--- config.mk ---
export PLATFORM = sky130hd
export DESIGN_NAME = mmfn_divider
export DESIGN_NICKNAME = d
export VERILOG_FILES = /design/src/design/minmax_frame_normalizer_macros.svh /design/src/design/mmfn_pkg.sv /design/src/design/mmfn_divider.sv
export SDC_FILE = /design/constraint.sdc
export NUM_CORES = 1
export LEC_CHECK = 0
export ABC_AREA = 1
export BUFFER_PORTS_ARGS = -buffer_cell sky130_fd_sc_hd__buf_2
export CAP_MARGIN = 15
export CORE_UTILIZATION = 45
export CTS_BUF_LIST = sky130_fd_sc_hd__clkbuf_16
export DETAILED_ROUTE_END_ITERATION = 8
export PLACE_DENSITY_LB_ADDON = 0.05
export SYNTH_ARGS = -nofsm -noshare
export SYNTH_HDL_FRONTEND = slang
export SYNTH_SLANG_ARGS = --single-unit
--- constraint.sdc ---
create_clock -name clk -period 2.73 [get_ports clk]
set_input_delay 0.546 -clock clk [delete_from_list [all_inputs] [get_ports clk]]
set_output_delay 0.546 -clock clk [all_outputs]
set_load 0.05 [all_outputs]
--- src/design/minmax_frame_normalizer_macros.svh ---
// Assertion macros for the min/max frame normalizer.
`ifndef MINMAX_FRAME_NORMALIZER_MACROS_SVH
`define MINMAX_FRAME_NORMALIZER_MACROS_SVH

`ifndef SYNTH
// Check that cons holds in the same cycle as ante.
`define MMFN_ASSERT_NOW(lbl, clk, rst_n, ante, cons) \
    lbl: assert property (@(posedge clk) disable iff (!rst_n) (ante) |-> (cons)) \
        else $error("assertion failed");
// Check that cons holds in the cycle after ante.
`define MMFN_ASSERT_NEXT(lbl, clk, rst_n, ante, cons) \
    lbl: assert property (@(posedge clk) disable iff (!rst_n) (ante) |=> (cons)) \
        else $error("assertion failed");
`else
`define MMFN_ASSERT_NOW(lbl, clk, rst_n, ante, cons)
`define MMFN_ASSERT_NEXT(lbl, clk, rst_n, ante, cons)
`endif

`endif

--- src/design/mmfn_pkg.sv ---
// Shared constants, codes and types of the min/max frame normalizer.
package mmfn_pkg;

    localparam int MAX_PIXELS  = 4096;
    localparam int SAMPLE_BITS = 16;
    localparam int ADDR_BITS   = (MAX_PIXELS > 1) ? $clog2(MAX_PIXELS) : 1;
    localparam int CNT_BITS    = $clog2(MAX_PIXELS + 1);
    localparam int LEVEL_BITS  = 8;
    localparam int NUM_BITS    = SAMPLE_BITS + LEVEL_BITS;
    localparam int STEP_BITS   = $clog2(LEVEL_BITS + 1);

    localparam logic [CNT_BITS-1:0]    CNT_MAX   = CNT_BITS'(MAX_PIXELS);
    localparam logic [SAMPLE_BITS-1:0] ONE_Q12   = SAMPLE_BITS'(4096);
    localparam logic [LEVEL_BITS-1:0]  LEVEL_TOP = {LEVEL_BITS{1'b1}};

    // Input operation codes (carried in tuser)
    localparam logic OP_LOAD = 1'b0;
    localparam logic OP_EMIT = 1'b1;

    // Output channel codes
    localparam logic [1:0] CH_R = 2'd0;
    localparam logic [1:0] CH_G = 2'd1;
    localparam logic [1:0] CH_B = 2'd2;

    // Configuration register indexes
    localparam logic REG_NORMALIZE_ON = 1'b0;
    localparam logic REG_RGB_MODE     = 1'b1;

    // Divider status toward the control logic
    typedef struct packed {
        logic                  busy;
        logic                  done;
        logic [LEVEL_BITS-1:0] quot;
    } mmfn_div_st_t;

endpackage

--- src/design/mmfn_divider.sv ---
// Restoring divider giving an 8-bit quotient that saturates at the top level.
module mmfn_divider
    import mmfn_pkg::*;
(
    input  logic                   clk,
    input  logic                   rst_n,
    input  logic                   start,
    input  logic [NUM_BITS-1:0]    num,
    input  logic [SAMPLE_BITS-1:0] den,
    output mmfn_div_st_t           st
);

    logic                  busy_reg;
    logic                  done_reg;
    logic [STEP_BITS-1:0]  step_reg;
    logic                  sat_reg;
    logic [NUM_BITS-1:0]   rem_reg;
    logic [NUM_BITS-1:0]   dsh_reg;
    logic [LEVEL_BITS-1:0] quot_reg;
    logic                  fits;
    logic                  top_step;

    // Trial compare against the shifted divisor
    assign fits     = (rem_reg >= dsh_reg);
    assign top_step = (step_reg == STEP_BITS'(LEVEL_BITS));

    // Sequence control
    always_ff @(posedge clk or negedge rst_n)
    begin
        if (!rst_n)
        begin
            busy_reg <= 1'b0;
            done_reg <= 1'b0;
            step_reg <= '0;
        end
        else if (start)
        begin
            busy_reg <= 1'b1;
            done_reg <= 1'b0;
            step_reg <= STEP_BITS'(LEVEL_BITS);
        end
        else if (busy_reg)
        begin
            if ((top_step && fits) || (step_reg == '0))
            begin
                busy_reg <= 1'b0;
                done_reg <= 1'b1;
            end
            else
            begin
                step_reg <= step_reg - 1'b1;
            end
        end
        else
        begin
            done_reg <= 1'b0;
        end
    end

    // Datapath: first step only detects a quotient past the top level
    always_ff @(posedge clk)
    begin
        if (start)
        begin
            rem_reg  <= num;
            dsh_reg  <= {den, {LEVEL_BITS{1'b0}}};
            sat_reg  <= 1'b0;
            quot_reg <= '0;
        end
        else if (busy_reg)
        begin
            if (top_step)
            begin
                sat_reg <= fits;
            end
            else
            begin
                if (fits)
                begin
                    rem_reg <= rem_reg - dsh_reg;
                end
                quot_reg <= {quot_reg[LEVEL_BITS-2:0], fits};
            end
            dsh_reg <= dsh_reg >> 1;
        end
    end

    assign st.busy = busy_reg;
    assign st.done = done_reg;
    assign st.quot = sat_reg ? LEVEL_TOP : quot_reg;

endmodule
==> reports/results.txt, run 1 <==
Setup violations, final = 0
layout cells sized above 1 = 0.166
Total Wirelength = 9570 um
largest net degree at the start of global routing = 27
# port buffers = 52
grt ovf = 0
Area contributors post-synth = edfxtp_1 29%, nand2_1 14%, dfxtp_1 8.3%, ha_1 7.9%, inv_1 6.4%
FF-to-FF Start = rem_reg[0]
worst slew pin tran = 437 ps
Unique masters post-synth = 42
Detail Route met2 WL = 4510 um
Final Hold Viols = 0
Achievable Freq = 413 MHz
critical path type = reg2reg
RSZ-0062 raised after global routing = no
final non-filler cell total = 710
capturing element type of the critical path = flip-flop
Critical Path End = rem_reg[9]
final max-slew violation count = 0
Setup TNS = 0 ps
Die H = 97.4 um
Critical Path Start Type = flip-flop
clock skew = 7.31 ps
R2R depth = 13
Seq cells post-synth = 63
vias in the first global route = 3584
Bufs on Longest Clock Path = 2
HPWL after DPL = 7250 um
highest metal used = met4
Mapped Nets = 608
switching part of the total = 0.473
Seq/Total Area, Yosys = 0.413
initial antenna violation count = 0
post-cts sizing count = 0
row count = 34
post-DR wirelength/cell = 13.5 um
Layout area overhead = 16.8%
Vias/cell = 5.08
Util after Layout = 0.546
clk slew on worst S/H paths = 60 ps
DR WL met3 = 467 um
Net Sw Power = 3.17 mW
routed via count = 3604
Tcrit/Tclk final = 0.887
Starting Density = 0.468
global placer's final weighted congestion = 0.888
largest fanout on the critical path = 24
most frequent cells in the layout = 149 x nand2_1, 71 x inv_1, 52 x buf_2, 46 x o21ai_0, 45 x nor2_1
hold crit path type = in2async
Iter 0 DRT Violations = 158
Syn. warnings = 0
CP Launch Point = rem_reg[0]
die area = 9490 um2
Met1 Wirelength = 4480 um
# placed instances = 694
Clk pwr share = 0.164
Post-Syn Instances = 538
total CTS buffers = 9
CTS tree = done
Yosys top cell by area = edfxtp_1
PD cells = 1400 nW/um2
Core ar. = 8760 um2
setup slack, reg-to-reg = 310 ps
combinational fraction of design power = 0.590
nets@finish = 667
TritonCTS Sinks = 63
Pre-Repair DR Iteration Count = 4
post-synth top area share = 0.293
Post-synth EDFFs = 40
diode count = 0
Max transition margin = 0.708
ys async rst share = 0.0952
arrival time worst endpoint = 2450 ps
Cell Area, Synth = 4100 um2
Post-synth top flop = edfxtp_1
first-pass GRT wire length = 16600 um
Post-Synthesis Mean Instance Area = 7.62 um2
Final min period = 2420 ps
cts hold-fix bufs = 0
Root Driver = clkbuf_16
Die Wd = 97.4 um
commonest non-fill, non-tap cell in the layout = nand2_1
Peak VDD IR = 1.08 mV
Detail Route Antenna Nets = 0
outcome = complete, no violations
Flop pwr share = 0.247
reg2reg end = rem_reg[9]
DRC violations left = 0
Clk Latency, worst-skew pair = 330 ps
IO Pins = 53
GRT Util Overall = 0.218
Post CTS Setup Buffer Count = 0
Static Leak = 2.31 nW
Max-Cap Viols = 0
CP Data Required Time = 2760 ps
Int Power = 3.53 mW
H-tree depth = 3
==> worst max-delay path: stages, from the launching register on <==
cell	delay [ps]
edfxtp_1	330
inv_1	40
ha_1	220
fa_1	420
inv_1	130
nand2_1	90
nand2_1	70
nand3_1	70
nand2_2	120
nand2_1	70
nand4_2	140
nand2_1	90
nand2_1	110
buf_12	200
==> stage by stage <==
step	setup WS (ps)	power, mW	area (um2)	hold slack, ps
after floorplan	259	4.72	4100	250
after global placement	456	5.55	4500	375
after detailed placement	385	5.61	4500	375
after CTS	318	6.73	4790	20.4
after global routing	122	7.33	4790	23.4
final	309	6.70	4790	23.4
==> worst min-delay path by stage <==
stage	startpoint	to	slack, ps	depth (start not counted)
floorplan	rst_n	busy_reg	250	0
global placement	rst_n	busy_reg	380	1
detailed placement	rst_n	busy_reg	370	1
CTS	rst_n	step_reg[3]	20	1
global route	rst_n	step_reg[1]	20	1
finish	rst_n	step_reg[3]	20	1
==> power by group through the flow <==
stage / clock (mW) / sequential (mW) / combinational, mW
3_5_place_dp: 0 / 1.68 / 3.93
3_3_place_gp: 0 / 1.66 / 3.89
6_report: 1.10 / 1.65 / 3.95
2_1_floorplan: 0 / 1.64 / 3.08
4_1_cts: 1.11 / 1.66 / 3.96
5_1_grt: 1.15 / 1.70 / 4.48
==> layer usage <==
layer	GRT usage	vias to the layer above
met4	0.0792	0
met3	0.0511	7
met2	0.367	74
li1	-	1892
met1	0.271	1631
met5	0	-
==> cells in the mapped netlist, drive strengths merged (3+ instances only) <==
| library cell | number |
|---|---|
| dfxtp | 17 |
| a21oi | 27 |
| o22ai | 7 |
| xnor2 | 3 |
| nand2 | 155 |
| xor2 | 3 |
| nand3 | 37 |
| inv | 70 |
| o21ai | 47 |
| a21o | 3 |
| dfrtp | 6 |
| nand4 | 6 |
| edfxtp | 40 |
| or2 | 13 |
| nand3b | 3 |
| ha | 26 |
| nor2 | 48 |
| nor3 | 3 |
| clkbuf | 8 |
| buf | 4 |
==> layout make-up <==
cell class / count / area, um2
inverter: 70 / 263
sequential: 63 / 1690
clock inverter: 6 / 35.0
tap: 108 / 135
fill: 865 / 3980
timing repair buffer: 60 / 333
multi-input combinational: 393 / 2080
clock buffer: 10 / 250
==> cells by family (layout without fill, tap and decap cells) <==
kind of cell | Yosys count | in the layout | synth area share
xor+xnor | 6 | 6 | 0.0128
buf+inv | 82 | 146 | 0.0800
mux | 1 | 1 | 0.00275
flops | 63 | 63 | 0.413
simple gates | 268 | 268 | 0.286
fa+ha+maj | 27 | 27 | 0.0843
compound gates | 91 | 91 | 0.121
No activity file was read; power rests on OpenSTA's default activity.
==> run 2, diff against run 1 <==
Settings changed: HOLD_SLACK_MARGIN set to 0.1.
==> reports/results.txt, run 2 (same netlist as run 1, synthesis figures left out) <==
GR Layer Usage met3 = 0.0511
PD cells = 1400 nW/um2
Total Power = 6.70 mW
Tcrit/Tclk final = 0.884
clock skew = 8.50 ps
worst slew pin tran = 433 ps
most frequent cells in the layout = 149 x nand2_1, 71 x inv_1, 52 x buf_2, 46 x o21ai_0, 45 x nor2_1
clk slew on worst S/H paths = 60 ps
Max transition margin = 0.711
global placer's final weighted congestion = 0.888
post-route cell area = 4800 um2
die area = 9490 um2
Total Wirelength = 9560 um
Iter 0 DRT Violations = 160
Final Hold Viols = 0
total CTS buffers = 9
arrival time worst endpoint = 2440 ps
# port buffers = 52
outcome = complete, no violations
M2 GR Usage = 0.367
CP Buf/Inv Count = 3
Critical Path Start Type = flip-flop
Layout area overhead = 17.0%
DP Area = 4500 um2
Bufs on Longest Clock Path = 2
Clk Latency, worst-skew pair = 330 ps
Peak VDD IR = 1.08 mV
GRT Util Overall = 0.218
Root Driver = clkbuf_16
initial antenna violation count = 0
most crowded layer after global routing = met2
vias in the first global route = 3584
Die H = 97.4 um
IO Pins = 53
row count = 34
nets@finish = 668
H-tree depth = 3
hold crit path type = in2reg
grt ovf = 0
diode count = 0
Pre-Repair DR Iteration Count = 4
CP max stage delay = 410 ps
crit-path cells = inv_1, ha_1, fa_1, inv_1, nand2_1, nand2_1, nand3_1, nand2_2, nand2_1, nand4_2, nand2_1, nand2_1, buf_12
DRC violations left = 0
critical path type = reg2reg
CP Data Required Time = 2760 ps
Worst path slowest cell = fa_1
largest net degree at the start of global routing = 27
crit-path leading delay family = simple AND/OR/NAND/NOR gates
layout cells sized above 1 = 0.166
post-DR wirelength/cell = 13.4 um
setup slack, reg-to-reg = 320 ps
Achievable Freq = 415 MHz
largest fanout on the critical path = 24
final max-slew violation count = 0
Final min period = 2410 ps
CTS tree = done
Core ar. = 8760 um2
HPWL after DPL = 7250 um
TritonCTS Sinks = 63
Util after Layout = 0.547
Setup violations, final = 0
Detail Route Antenna Nets = 0
Post CTS Setup Buffer Count = 0
Starting Density = 0.468
routed via count = 3633
Static Leak = 2.32 nW
met1 Use GR = 0.271
RSZ-0062 raised after global routing = no
Vias/cell = 5.11
first-pass GRT wire length = 16600 um
crit-path most repeated cell = nand2_1
Max-Cap Viols = 0
Setup TNS = 0 ps
Die Wd = 97.4 um
post-cts sizing count = 0
commonest non-fill, non-tap cell in the layout = nand2_1
capturing element type of the critical path = flip-flop
[run 2: cell count changes in the layout (fill, tap and decap cells not counted)]
cell,delta
dlygate4sd3_1,+1
[run 2: area by class of cell]
| class | count | area, um2 |
|---|---|---|
| Clock inverter | 6 | 35.0 |
| Sequential cell | 63 | 1690 |
| Multi-Input combinational cell | 393 | 2080 |
| Clock buffer | 10 | 250 |
| Tap cell | 108 | 135 |
| Timing Repair Buffer | 61 | 343 |
| Fill cell | 864 | 3970 |
| Inverter | 70 | 263 |
[run 2: path summary, 6_finish.rpt]
kind	start	to	cells after the start
worst max register to register	rem_reg[0]	rem_reg[9]	13
max in group asynchronous	rst_n	busy_reg	2
worst min register to register	quot_reg[7]	quot_reg[7]	2
worst min-delay path	den[15]	dsh_reg[23]	3
min in group asynchronous	rst_n	step_reg[3]	2
worst max-delay path	rem_reg[0]	rem_reg[9]	13
[run 2: timing repair]
item	4_1_cts	5_1_grt
hold buffers	1	0
setup endpoints to repair	0	0
hold endpoints to repair	6	0
[run 2: worst reg2reg max path, cell delays in order (launching register included)]
cell and delay (ps):
edfxtp_1 330, inv_1 40, ha_1 220, fa_1 410, inv_1 130, nand2_1 90
nand2_1 60, nand3_1 70, nand2_2 120, nand2_1 70, nand4_2 140, nand2_1 90
nand2_1 110, buf_12 200
[run 2: power by group]
part	internal, mW	switching (mW)	total [mW]	leakage (nW)
clock	0.661	0.433	1.09	0.136
sequential	1.51	0.148	1.66	0.631
combinational	1.37	2.58	3.95	1.55
[run 2: through the flow]
step	hold slack (ps)	std cells	setup slack [ps]
global route	486	711	122
detailed placement	375	694	385
CTS	466	711	318
floorplan	250	538	259
global placement	375	694	456
finish	469	711	318
[run 2: metal layers]
| metal | vias up | part of all wire |
|---|---|---|
| met1 | 1646 | 0.47 |
| met3 | 10 | 0.046 |
| met5 | - | 0 |
| met2 | 81 | 0.47 |
| met4 | 0 | 0.013 |
| li1 | 1896 | - |
